<file path="src/rtl/mau_pkg.sv">
// Shared types, codes and constants of the modular arithmetic unit.
package mau_pkg;

  localparam int RESIDUE_WIDTH = 30;
  localparam logic [29:0] RESET_MODULUS = 30'd1000000007;
  localparam int FIELD_WIDTH = 30;
  localparam int WIDE_WIDTH = 64;
  localparam int EXP_WIDTH = 63;
  localparam int RED_STEPS = 64;

  typedef enum logic [2:0] {
    CMD_REDUCE   = 3'd0,
    CMD_ADD      = 3'd1,
    CMD_SUBTRACT = 3'd2,
    CMD_MULTIPLY = 3'd3,
    CMD_DIVIDE   = 3'd4,
    CMD_POWER    = 3'd5,
    CMD_NEGATE   = 3'd6
  } cmd_t;

  typedef enum logic [1:0] {
    SRC_A, SRC_B, SRC_WIDE, SRC_PROD
  } src_t;

  typedef enum logic [2:0] {
    DST_A, DST_B, DST_ACC, DST_BASE, DST_RES
  } dst_t;

  typedef enum logic [1:0] {
    MUL_AB, MUL_ACC_BASE, MUL_BASE_BASE, MUL_ACC_A
  } mul_t;

  typedef enum logic [2:0] {
    FIN_RES, FIN_WIDE, FIN_ADD, FIN_SUB, FIN_NEG, FIN_ACC, FIN_DZ, FIN_ZERO
  } fin_t;

  typedef struct packed {
    logic load;
    logic red_go;
    logic mul_go;
    src_t src;
    dst_t dst;
    mul_t mul_sel;
    logic pow_init;
    logic div_init;
    logic shift_exp;
    logic wr_out;
    fin_t fin_sel;
  } ctrl_t;

  typedef struct packed {
    cmd_t cmd;
    logic done;
    logic b_zero;
    logic exp_zero;
    logic exp_lsb;
    logic out_full;
  } stat_t;

endpackage

</file>
<file path="src/rtl/mau_ctrl.sv">
// Controller state machine that sequences reductions, multiplies and power rounds.
module mau_ctrl (
  input  logic           clk,
  input  logic           rst,
  input  logic           s_tvalid,
  output logic           s_tready,
  input  mau_pkg::stat_t st,
  output mau_pkg::ctrl_t cm
);

  typedef enum logic [3:0] {
    S_IDLE, S_RA_GO, S_RA_W, S_RB_GO, S_RB_W, S_DISPATCH, S_WIDE_W, S_MUL_W,
    S_PCHK, S_PACC_W, S_PSQ_GO, S_PSQ_W, S_DIVM, S_FIN
  } state_t;

  state_t state;

  assign s_tready = (state == S_IDLE);

  always_ff @(posedge clk) begin
    if (rst) begin
      state <= S_IDLE;
    end else begin
      unique case (state)
        S_IDLE:     if (s_tvalid) state <= S_RA_GO;
        S_RA_GO:    state <= S_RA_W;
        S_RA_W:     if (st.done) state <= S_RB_GO;
        S_RB_GO:    state <= S_RB_W;
        S_RB_W:     if (st.done) state <= S_DISPATCH;
        S_DISPATCH: begin
          unique case (st.cmd)
            mau_pkg::CMD_REDUCE:   state <= S_WIDE_W;
            mau_pkg::CMD_MULTIPLY: state <= S_MUL_W;
            mau_pkg::CMD_DIVIDE:   state <= st.b_zero ? S_FIN : S_PCHK;
            mau_pkg::CMD_POWER:    state <= S_PCHK;
            default:               state <= S_FIN;
          endcase
        end
        S_WIDE_W:   if (st.done) state <= S_FIN;
        S_MUL_W:    if (st.done) state <= S_FIN;
        S_PCHK: begin
          priority if (st.exp_zero) begin
            state <= (st.cmd == mau_pkg::CMD_DIVIDE) ? S_DIVM : S_FIN;
          end else if (st.exp_lsb) begin
            state <= S_PACC_W;
          end else begin
            state <= S_PSQ_GO;
          end
        end
        S_PACC_W:   if (st.done) state <= S_PSQ_GO;
        S_PSQ_GO:   state <= S_PSQ_W;
        S_PSQ_W:    if (st.done) state <= S_PCHK;
        S_DIVM:     state <= S_MUL_W;
        S_FIN:      if (!st.out_full) state <= S_IDLE;
        default:    state <= S_IDLE;
      endcase
    end
  end

  always_comb begin
    cm = '0;
    cm.src = mau_pkg::SRC_A;
    cm.dst = mau_pkg::DST_A;
    cm.mul_sel = mau_pkg::MUL_AB;
    unique case (st.cmd)
      mau_pkg::CMD_REDUCE:   cm.fin_sel = mau_pkg::FIN_WIDE;
      mau_pkg::CMD_ADD:      cm.fin_sel = mau_pkg::FIN_ADD;
      mau_pkg::CMD_SUBTRACT: cm.fin_sel = mau_pkg::FIN_SUB;
      mau_pkg::CMD_MULTIPLY: cm.fin_sel = mau_pkg::FIN_RES;
      mau_pkg::CMD_DIVIDE:   cm.fin_sel = st.b_zero ? mau_pkg::FIN_DZ : mau_pkg::FIN_RES;
      mau_pkg::CMD_POWER:    cm.fin_sel = mau_pkg::FIN_ACC;
      mau_pkg::CMD_NEGATE:   cm.fin_sel = mau_pkg::FIN_NEG;
      default:               cm.fin_sel = mau_pkg::FIN_ZERO;
    endcase
    unique case (state)
      S_IDLE:  cm.load = s_tvalid;
      S_RA_GO: begin
        cm.red_go = 1'b1;
        cm.src = mau_pkg::SRC_A;
        cm.dst = mau_pkg::DST_A;
      end
      S_RB_GO: begin
        cm.red_go = 1'b1;
        cm.src = mau_pkg::SRC_B;
        cm.dst = mau_pkg::DST_B;
      end
      S_DISPATCH: begin
        unique case (st.cmd)
          mau_pkg::CMD_REDUCE: begin
            cm.red_go = 1'b1;
            cm.src = mau_pkg::SRC_WIDE;
            cm.dst = mau_pkg::DST_RES;
          end
          mau_pkg::CMD_MULTIPLY: begin
            cm.mul_go = 1'b1;
            cm.mul_sel = mau_pkg::MUL_AB;
            cm.dst = mau_pkg::DST_RES;
          end
          mau_pkg::CMD_DIVIDE: cm.div_init = !st.b_zero;
          mau_pkg::CMD_POWER:  cm.pow_init = 1'b1;
          default: ;
        endcase
      end
      S_PCHK: begin
        if (!st.exp_zero && st.exp_lsb) begin
          cm.mul_go = 1'b1;
          cm.mul_sel = mau_pkg::MUL_ACC_BASE;
          cm.dst = mau_pkg::DST_ACC;
        end
      end
      S_PSQ_GO: begin
        cm.mul_go = 1'b1;
        cm.mul_sel = mau_pkg::MUL_BASE_BASE;
        cm.dst = mau_pkg::DST_BASE;
        cm.shift_exp = 1'b1;
      end
      S_DIVM: begin
        cm.mul_go = 1'b1;
        cm.mul_sel = mau_pkg::MUL_ACC_A;
        cm.dst = mau_pkg::DST_RES;
      end
      S_FIN: cm.wr_out = !st.out_full;
      default: ;
    endcase
  end

endmodule

</file>
<file path="src/rtl/mau_datapath.sv">
// Datapath: operand registers, multiplier, bit-serial remainder unit and output register.
module mau_datapath #(
  parameter int RESIDUE_WIDTH = mau_pkg::RESIDUE_WIDTH
) (
  input  logic           clk,
  input  logic           rst,
  input  logic           cfg_we,
  input  logic [29:0]    cfg_data,
  input  logic [2:0]     s_tuser,
  input  logic [191:0]   s_tdata,
  output logic           m_tvalid,
  input  logic           m_tready,
  output logic [31:0]    m_tdata,
  output logic           m_tuser,
  input  mau_pkg::ctrl_t cm,
  output mau_pkg::stat_t st
);

  localparam int W = RESIDUE_WIDTH;
  localparam int PW = 2 * W;
  localparam logic [W-1:0] RST_RAW = W'(mau_pkg::RESET_MODULUS);
  localparam logic [W-1:0] RST_MOD = (RST_RAW < W'(2)) ? W'(2) : RST_RAW;

  logic [W-1:0]  modulus;
  mau_pkg::cmd_t cmd_r;
  logic [29:0]   a_raw, b_raw;
  logic [63:0]   wide_r;
  logic [62:0]   exp_r;
  logic [W-1:0]  a_r, b_r, acc_r, base_r, res_r;
  logic [PW-1:0] prod;
  logic [63:0]   x_r;
  logic [W-1:0]  r_r;
  logic [5:0]    cnt;
  logic          busy, done, pend;
  mau_pkg::dst_t dst_r;
  logic          out_valid, out_dz;
  logic [W-1:0]  out_data;

  logic [W-1:0]  cfg_low;
  logic [63:0]   src_val;
  logic [W:0]    t, tsub;
  logic [W-1:0]  r_new;
  logic [W-1:0]  mx, my;
  logic [W:0]    add_s, add_m, sub_v;
  logic [W-1:0]  fin_val;

  assign cfg_low = cfg_data[W-1:0];

  always_ff @(posedge clk) begin
    if (rst) begin
      modulus <= RST_MOD;
    end else if (cfg_we) begin
      modulus <= (cfg_low < W'(2)) ? W'(2) : cfg_low;
    end
  end

  always_comb begin
    unique case (cm.src)
      mau_pkg::SRC_A:    src_val = 64'(a_raw);
      mau_pkg::SRC_B:    src_val = 64'(b_raw);
      mau_pkg::SRC_WIDE: src_val = wide_r[63] ? (64'd0 - wide_r) : wide_r;
      default:           src_val = 64'(prod);
    endcase
  end

  // one remainder bit per cycle; r stays below the modulus
  assign t = {r_r, x_r[63]};
  assign tsub = t - {1'b0, modulus};
  assign r_new = (t >= {1'b0, modulus}) ? tsub[W-1:0] : t[W-1:0];

  always_comb begin
    unique case (cm.mul_sel)
      mau_pkg::MUL_AB:        begin mx = a_r;    my = b_r;    end
      mau_pkg::MUL_ACC_BASE:  begin mx = acc_r;  my = base_r; end
      mau_pkg::MUL_BASE_BASE: begin mx = base_r; my = base_r; end
      default:                begin mx = acc_r;  my = a_r;    end
    endcase
  end

  always_ff @(posedge clk) begin
    if (rst) begin
      busy <= 1'b0;
      done <= 1'b0;
      pend <= 1'b0;
      cnt <= '0;
    end else begin
      done <= 1'b0;
      pend <= 1'b0;
      if (cm.mul_go) begin
        pend <= 1'b1;
        dst_r <= cm.dst;
      end
      if (pend) begin
        busy <= 1'b1;
        cnt <= '0;
        x_r <= 64'(prod);
        r_r <= '0;
      end else if (cm.red_go) begin
        busy <= 1'b1;
        cnt <= '0;
        x_r <= src_val;
        r_r <= '0;
        dst_r <= cm.dst;
      end else if (busy) begin
        x_r <= x_r << 1;
        r_r <= r_new;
        cnt <= cnt + 6'd1;
        if (cnt == 6'(mau_pkg::RED_STEPS - 1)) begin
          busy <= 1'b0;
          done <= 1'b1;
          unique case (dst_r)
            mau_pkg::DST_A:    a_r <= r_new;
            mau_pkg::DST_B:    b_r <= r_new;
            mau_pkg::DST_ACC:  acc_r <= r_new;
            mau_pkg::DST_BASE: base_r <= r_new;
            default:           res_r <= r_new;
          endcase
        end
      end
      if (cm.pow_init) begin
        base_r <= a_r;
        acc_r <= W'(1);
      end
      if (cm.div_init) begin
        base_r <= b_r;
        acc_r <= W'(1);
      end
    end
  end

  always_ff @(posedge clk) begin
    if (cm.mul_go) prod <= PW'(mx) * PW'(my);
  end

  always_ff @(posedge clk) begin
    if (cm.load) begin
      cmd_r <= mau_pkg::cmd_t'(s_tuser);
      a_raw <= s_tdata[29:0];
      b_raw <= s_tdata[59:30];
      wide_r <= s_tdata[123:60];
      exp_r <= s_tdata[186:124];
    end else if (cm.div_init) begin
      exp_r <= 63'(modulus) - 63'd2;
    end else if (cm.shift_exp) begin
      exp_r <= exp_r >> 1;
    end
  end

  assign add_s = {1'b0, a_r} + {1'b0, b_r};
  assign add_m = add_s - {1'b0, modulus};
  assign sub_v = (a_r >= b_r) ? ({1'b0, a_r} - {1'b0, b_r})
                              : ({1'b0, a_r} + {1'b0, modulus} - {1'b0, b_r});

  always_comb begin
    unique case (cm.fin_sel)
      mau_pkg::FIN_RES:  fin_val = res_r;
      mau_pkg::FIN_WIDE: fin_val = (wide_r[63] && res_r != '0) ? modulus - res_r : res_r;
      mau_pkg::FIN_ADD:  fin_val = (add_s >= {1'b0, modulus}) ? add_m[W-1:0] : add_s[W-1:0];
      mau_pkg::FIN_SUB:  fin_val = sub_v[W-1:0];
      mau_pkg::FIN_NEG:  fin_val = (a_r == '0) ? '0 : modulus - a_r;
      mau_pkg::FIN_ACC:  fin_val = acc_r;
      default:           fin_val = '0;
    endcase
  end

  always_ff @(posedge clk) begin
    if (rst) begin
      out_valid <= 1'b0;
    end else if (cm.wr_out) begin
      out_valid <= 1'b1;
      out_data <= fin_val;
      out_dz <= (cm.fin_sel == mau_pkg::FIN_DZ);
    end else if (m_tready) begin
      out_valid <= 1'b0;
    end
  end

  assign m_tvalid = out_valid;
  assign m_tdata = 32'(out_data);
  assign m_tuser = out_dz;

  assign st.cmd = cmd_r;
  assign st.done = done;
  assign st.b_zero = (b_r == '0);
  assign st.exp_zero = (exp_r == '0);
  assign st.exp_lsb = exp_r[0];
  assign st.out_full = out_valid;

endmodule

</file>
<file path="src/rtl/modular_arithmetic_unit.sv">
// Top level of the modular arithmetic unit: controller plus datapath.
//
// Requests arrive on the s_ stream: s_tuser carries the command, s_tdata the
// operands. Each request yields exactly one response on the m_ stream: the
// residue in m_tdata and the divide-by-zero flag in m_tuser.
// The modulus is written through cfg_we/cfg_data; the user must write it only
// while the unit is idle, as the unit does not enforce this. A value below 2
// is stored as 2. Reset loads 1000000007 and empties the unit. One request is
// processed at a time. Every reduction runs through a bit-serial remainder
// unit. Both operands are reduced first. Add, subtract and negate then finish
// directly; reduce and multiply take one more reduction; power takes one
// squaring per exponent bit plus one multiply per set bit of an exponent of
// up to 63 bits; divide raises b to the modulus minus 2 the same way, then
// multiplies by a. The next request is taken while a response waits in the
// output register; a stalled response is held until m_tready.
module modular_arithmetic_unit #(
  parameter int RESIDUE_WIDTH = mau_pkg::RESIDUE_WIDTH
) (
  input  logic         clk,
  input  logic         rst,
  input  logic         cfg_we,
  input  logic [29:0]  cfg_data,
  input  logic         s_tvalid,
  output logic         s_tready,
  input  logic [191:0] s_tdata,  // value_a, value_b, wide_value, exponent, zero pad
  input  logic [2:0]   s_tuser,  // command
  output logic         m_tvalid,
  input  logic         m_tready,
  output logic [31:0]  m_tdata,  // result, zero pad
  output logic         m_tuser   // divide_by_zero
);

  mau_pkg::ctrl_t cm;
  mau_pkg::stat_t st;

  mau_ctrl u_ctrl (
    .clk(clk), .rst(rst), .s_tvalid(s_tvalid), .s_tready(s_tready), .st(st), .cm(cm)
  );

  mau_datapath #(.RESIDUE_WIDTH(RESIDUE_WIDTH)) u_dp (
    .clk(clk), .rst(rst), .cfg_we(cfg_we), .cfg_data(cfg_data),
    .s_tuser(s_tuser), .s_tdata(s_tdata),
    .m_tvalid(m_tvalid), .m_tready(m_tready), .m_tdata(m_tdata), .m_tuser(m_tuser),
    .cm(cm), .st(st)
  );

endmodule

</file>
<file path="config.mk">
export PLATFORM = sky130hd
export DESIGN_NAME = modular_arithmetic_unit
export DESIGN_NICKNAME = d
export VERILOG_FILES = /design/src/rtl/mau_pkg.sv /design/src/rtl/mau_ctrl.sv /design/src/rtl/mau_datapath.sv /design/src/rtl/modular_arithmetic_unit.sv
export SDC_FILE = /design/constraint.sdc
export NUM_CORES = 2
export LEC_CHECK = 0
export BUFFER_PORTS_ARGS = -buffer_cell sky130_fd_sc_hd__buf_2
export CAP_MARGIN = 20
export CORE_ASPECT_RATIO = 1.4
export CORE_MARGIN = 2
export CORE_UTILIZATION = 60
export CTS_CLUSTER_DIAMETER = 40
export DETAILED_ROUTE_END_ITERATION = 10
export GPL_ROUTABILITY_DRIVEN = 0
export GPL_TIMING_DRIVEN = 0
export PLACE_DENSITY_LB_ADDON = 0.08
export SLEW_MARGIN = 20
export SYNTH_ARGS = -nofsm -noshare
export SYNTH_HDL_FRONTEND = slang
export SYNTH_SLANG_ARGS = --single-unit
</file>
<file path="constraint.sdc">
create_clock -name clk -period 17.6 [get_ports clk]
set_input_delay 0.88 -clock clk [delete_from_list [all_inputs] [get_ports clk]]
set_output_delay 0.88 -clock clk [all_outputs]
set_load 0.005 [all_outputs]
</file>
==> results.cfg <==
[timing]
hold_violations = 0
fin_worst_skew_ns = 0.0536
fin_crit_sh_pct = 86.8
tightest_slew_ns = 1.39
slew_violations = 0
setup_slack_ns = 2.33
fmax_mhz = 65.5
finalSetupTns_ns = 0
rsz0062_at_grt = false
period_needed_ns = 15.27
setup_viol = 0
relSlewSlack_pct = 6.47

[detailed_routing]
vias = 60700
drtIter0Drc = 7326
totalWireLength_mm = 268
antenna_left = 0
drc_errors = 8
drt-wirelength-per-cell_um = 28.8
first_pass_iters = 11
via_per_inst = 6.52

[die]
core_sq_mm = 0.111
die_y_um = 400
io_pins = 265
die_area_sq_mm = 0.114
start_util_pct = 60.3
die_x_um = 287
rows = 145

[logic_synthesis]
syn_area_sq_mm = 0.0671
synth_area_leaders = fa_1 (24%), edfxtp_1 (24%), ha_1 (8.7%)
synth_cell_types = 86
yosysSeqAreaShare_pct = 25.0
yosys_register_bits = 572
netlist.area_leader.share_pct = 24.3
ys_async_sr_fraction_pct = 0
syn_avg_cell_area_sq_um = 9.08
yosys.area.top_type = fa_1
synth_ff_type = edfxtp_1
syn_inst = 7382
synth-edff-count = 528
synth_warnings = 0

[cts]
cts_resized = 0
cts-htree-levels = 3
cts.sinks = 572
post_cts.repair.setup_buffers = 0
clkTransAtPathRegs_ns = 0.06
cts_buffers = 71
ctsRootBufferMaster = clkbuf_16
holdBufCountCts = 0
clk_latency_ns = 0.73
ctsLongestPathBuffers = 3
cts_tree = yes

[global_route]
grt_pass1_wl_mm = 395
grt_overflow = 0
grt_pass1_vias = 60800
grt_max_degree = 61
antenna_found_initial = 21
track_usage_pct = 48.0
grt.met3_usage_pct = 22.8
grt_use_met1_pct = 48.2
grtUsageMet2_pct = 71.5
top_usage_layer = met2

[run_status]
status = complete, but fails checks
violations = DRC

[layout]
fin_cells = 9318
nets = 9284
drive_above_1_share_pct = 7.27
utilization_pct = 66.3
area_growth_pct = 9.97
fill_cells = 9190

[setup_path]
cp_common_cell = fa_1
crit_type = register to register
cp_num_buf_inv = 10
max_stage_delay_ns = 0.94
cp_max_fo = 10
critPathTopFamily = adder cells
arrival_ns = 15.64
slowest_stage = o21ai_1
startpoint_type = register
critPathCaptureType = register
critPathRequiredTime_ns = 17.97

[place]
port_buffers = 256
dp.cells = 9160
place_ws_ns = 3.20
dp_hpwl_mm = 209

[run]
cap_violations = 0

[worst_hold_path]
hold_path.class = primary input to register
[final timing paths]
check	start	end	slack [ns]	cells after the start
setup / recovery	u_ctrl.state[2]	u_dp.prod[58]	2.33	35
hold / removal	s_tdata[38]	u_dp.b_raw[8]	0.31	1
setup reg to reg	u_ctrl.state[2]	u_dp.prod[58]	2.33	35
hold reg to reg	u_dp.prod[14]	u_dp.x_r[14]	0.53	2
[through the flow]
stage | area (sq um) | hold WS (ns)
floorplan | 67100 | 0.496
global placement | 70200 | 0.518
detailed placement | 70800 | 0.524
CTS | 73400 | 0.326
global route | 73700 | 0.310
finish | 73700 | 0.314
[sequential cells by signal (all words and copies together) (netlist names), 60 cells and up]
name	flops
u_dp.wide_r	64
u_dp.exp_r	63
u_dp.prod	60
u_dp.x_r	64
[cells by family after synthesis]
family | after synthesis | synth area share [%]
compound gates | 1469 | 14.4
simple gates | 2208 | 14.1
xor+xnor | 310 | 4.05
fa+ha+maj | 1281 | 33.0
mux | 82 | 1.26
buf+inv | 1459 | 8.18
flops | 572 | 25.0
other cells | 1 | 0.00559
[worst reg2reg max path, delay by kind of cell (launching register included)]
kind / cells / cell delay (ns)
adder cells (fa/ha/maj): 10 / 4.91
AO/OA/AOI/OAI: 10 / 4.14
buffers and inverters: 10 / 3.38
AND/OR/NAND/NOR: 4 / 1.25
XOR/XNOR: 1 / 0.87
flip-flops: 1 / 0.36
[synth_stat cells (81+ instances only)]
library cell,number
a21oi_1,350
nor3_1,81
inv_1,1103
ha_1,466
o21ai_0,302
xor2_1,83
edfxtp_1,528
o21a_1,95
a21o_1,111
nand2_1,798
nor2_1,896
clkbuf_1,335
fa_1,815
a22oi_1,124
xnor2_1,227
[per-layer routing]
layer / routed length, um / up-vias
li1: - / 25500
met1: 80100 / 29100
met2: 116000 / 4333
met3: 35800 / 1741
met4: 35500 / 26
met5: 942 / -
[final cells by class]
type	instances	area (sq um)	share of cell area, %
clock buffers	75	1790	2.43
well taps	1470	1840	2.49
flip-flops and latches	572	16700	22.7
inverters	1105	4150	5.63
multi-input cells	5352	45200	61.2
repair buffers	317	1890	2.57
diodes	17	42.5	0.0577
clock inverters	56	774	1.05
plain buffers	354	1350	1.83
[placed cells by master, fill, tap and decap left out, drive strengths merged, types with 30 or more instances in the layout]
cell,n
or3,30
nor4,62
and3,32
nand2b,32
nand4,52
nand3,69
nand2,798
o21ai,346
a31oi,43
mux2i,65
dfxtp,44
xnor2,227
o211ai,46
nor2,896
inv,1113
nor3,81
buf,332
ha,466
a21o,111
nor2b,49
clkinv,34
o21bai,39
clkbuf,414
edfxtp,528
xor2,83
a211oi,43
and2,30
o21a,95
a21oi,350
o31ai,43
fa,815
a22oi,125
Power is left out: the tool's default activity adds up to more than one toggle a clock period on the data nets, which glitch-free logic cannot reach.
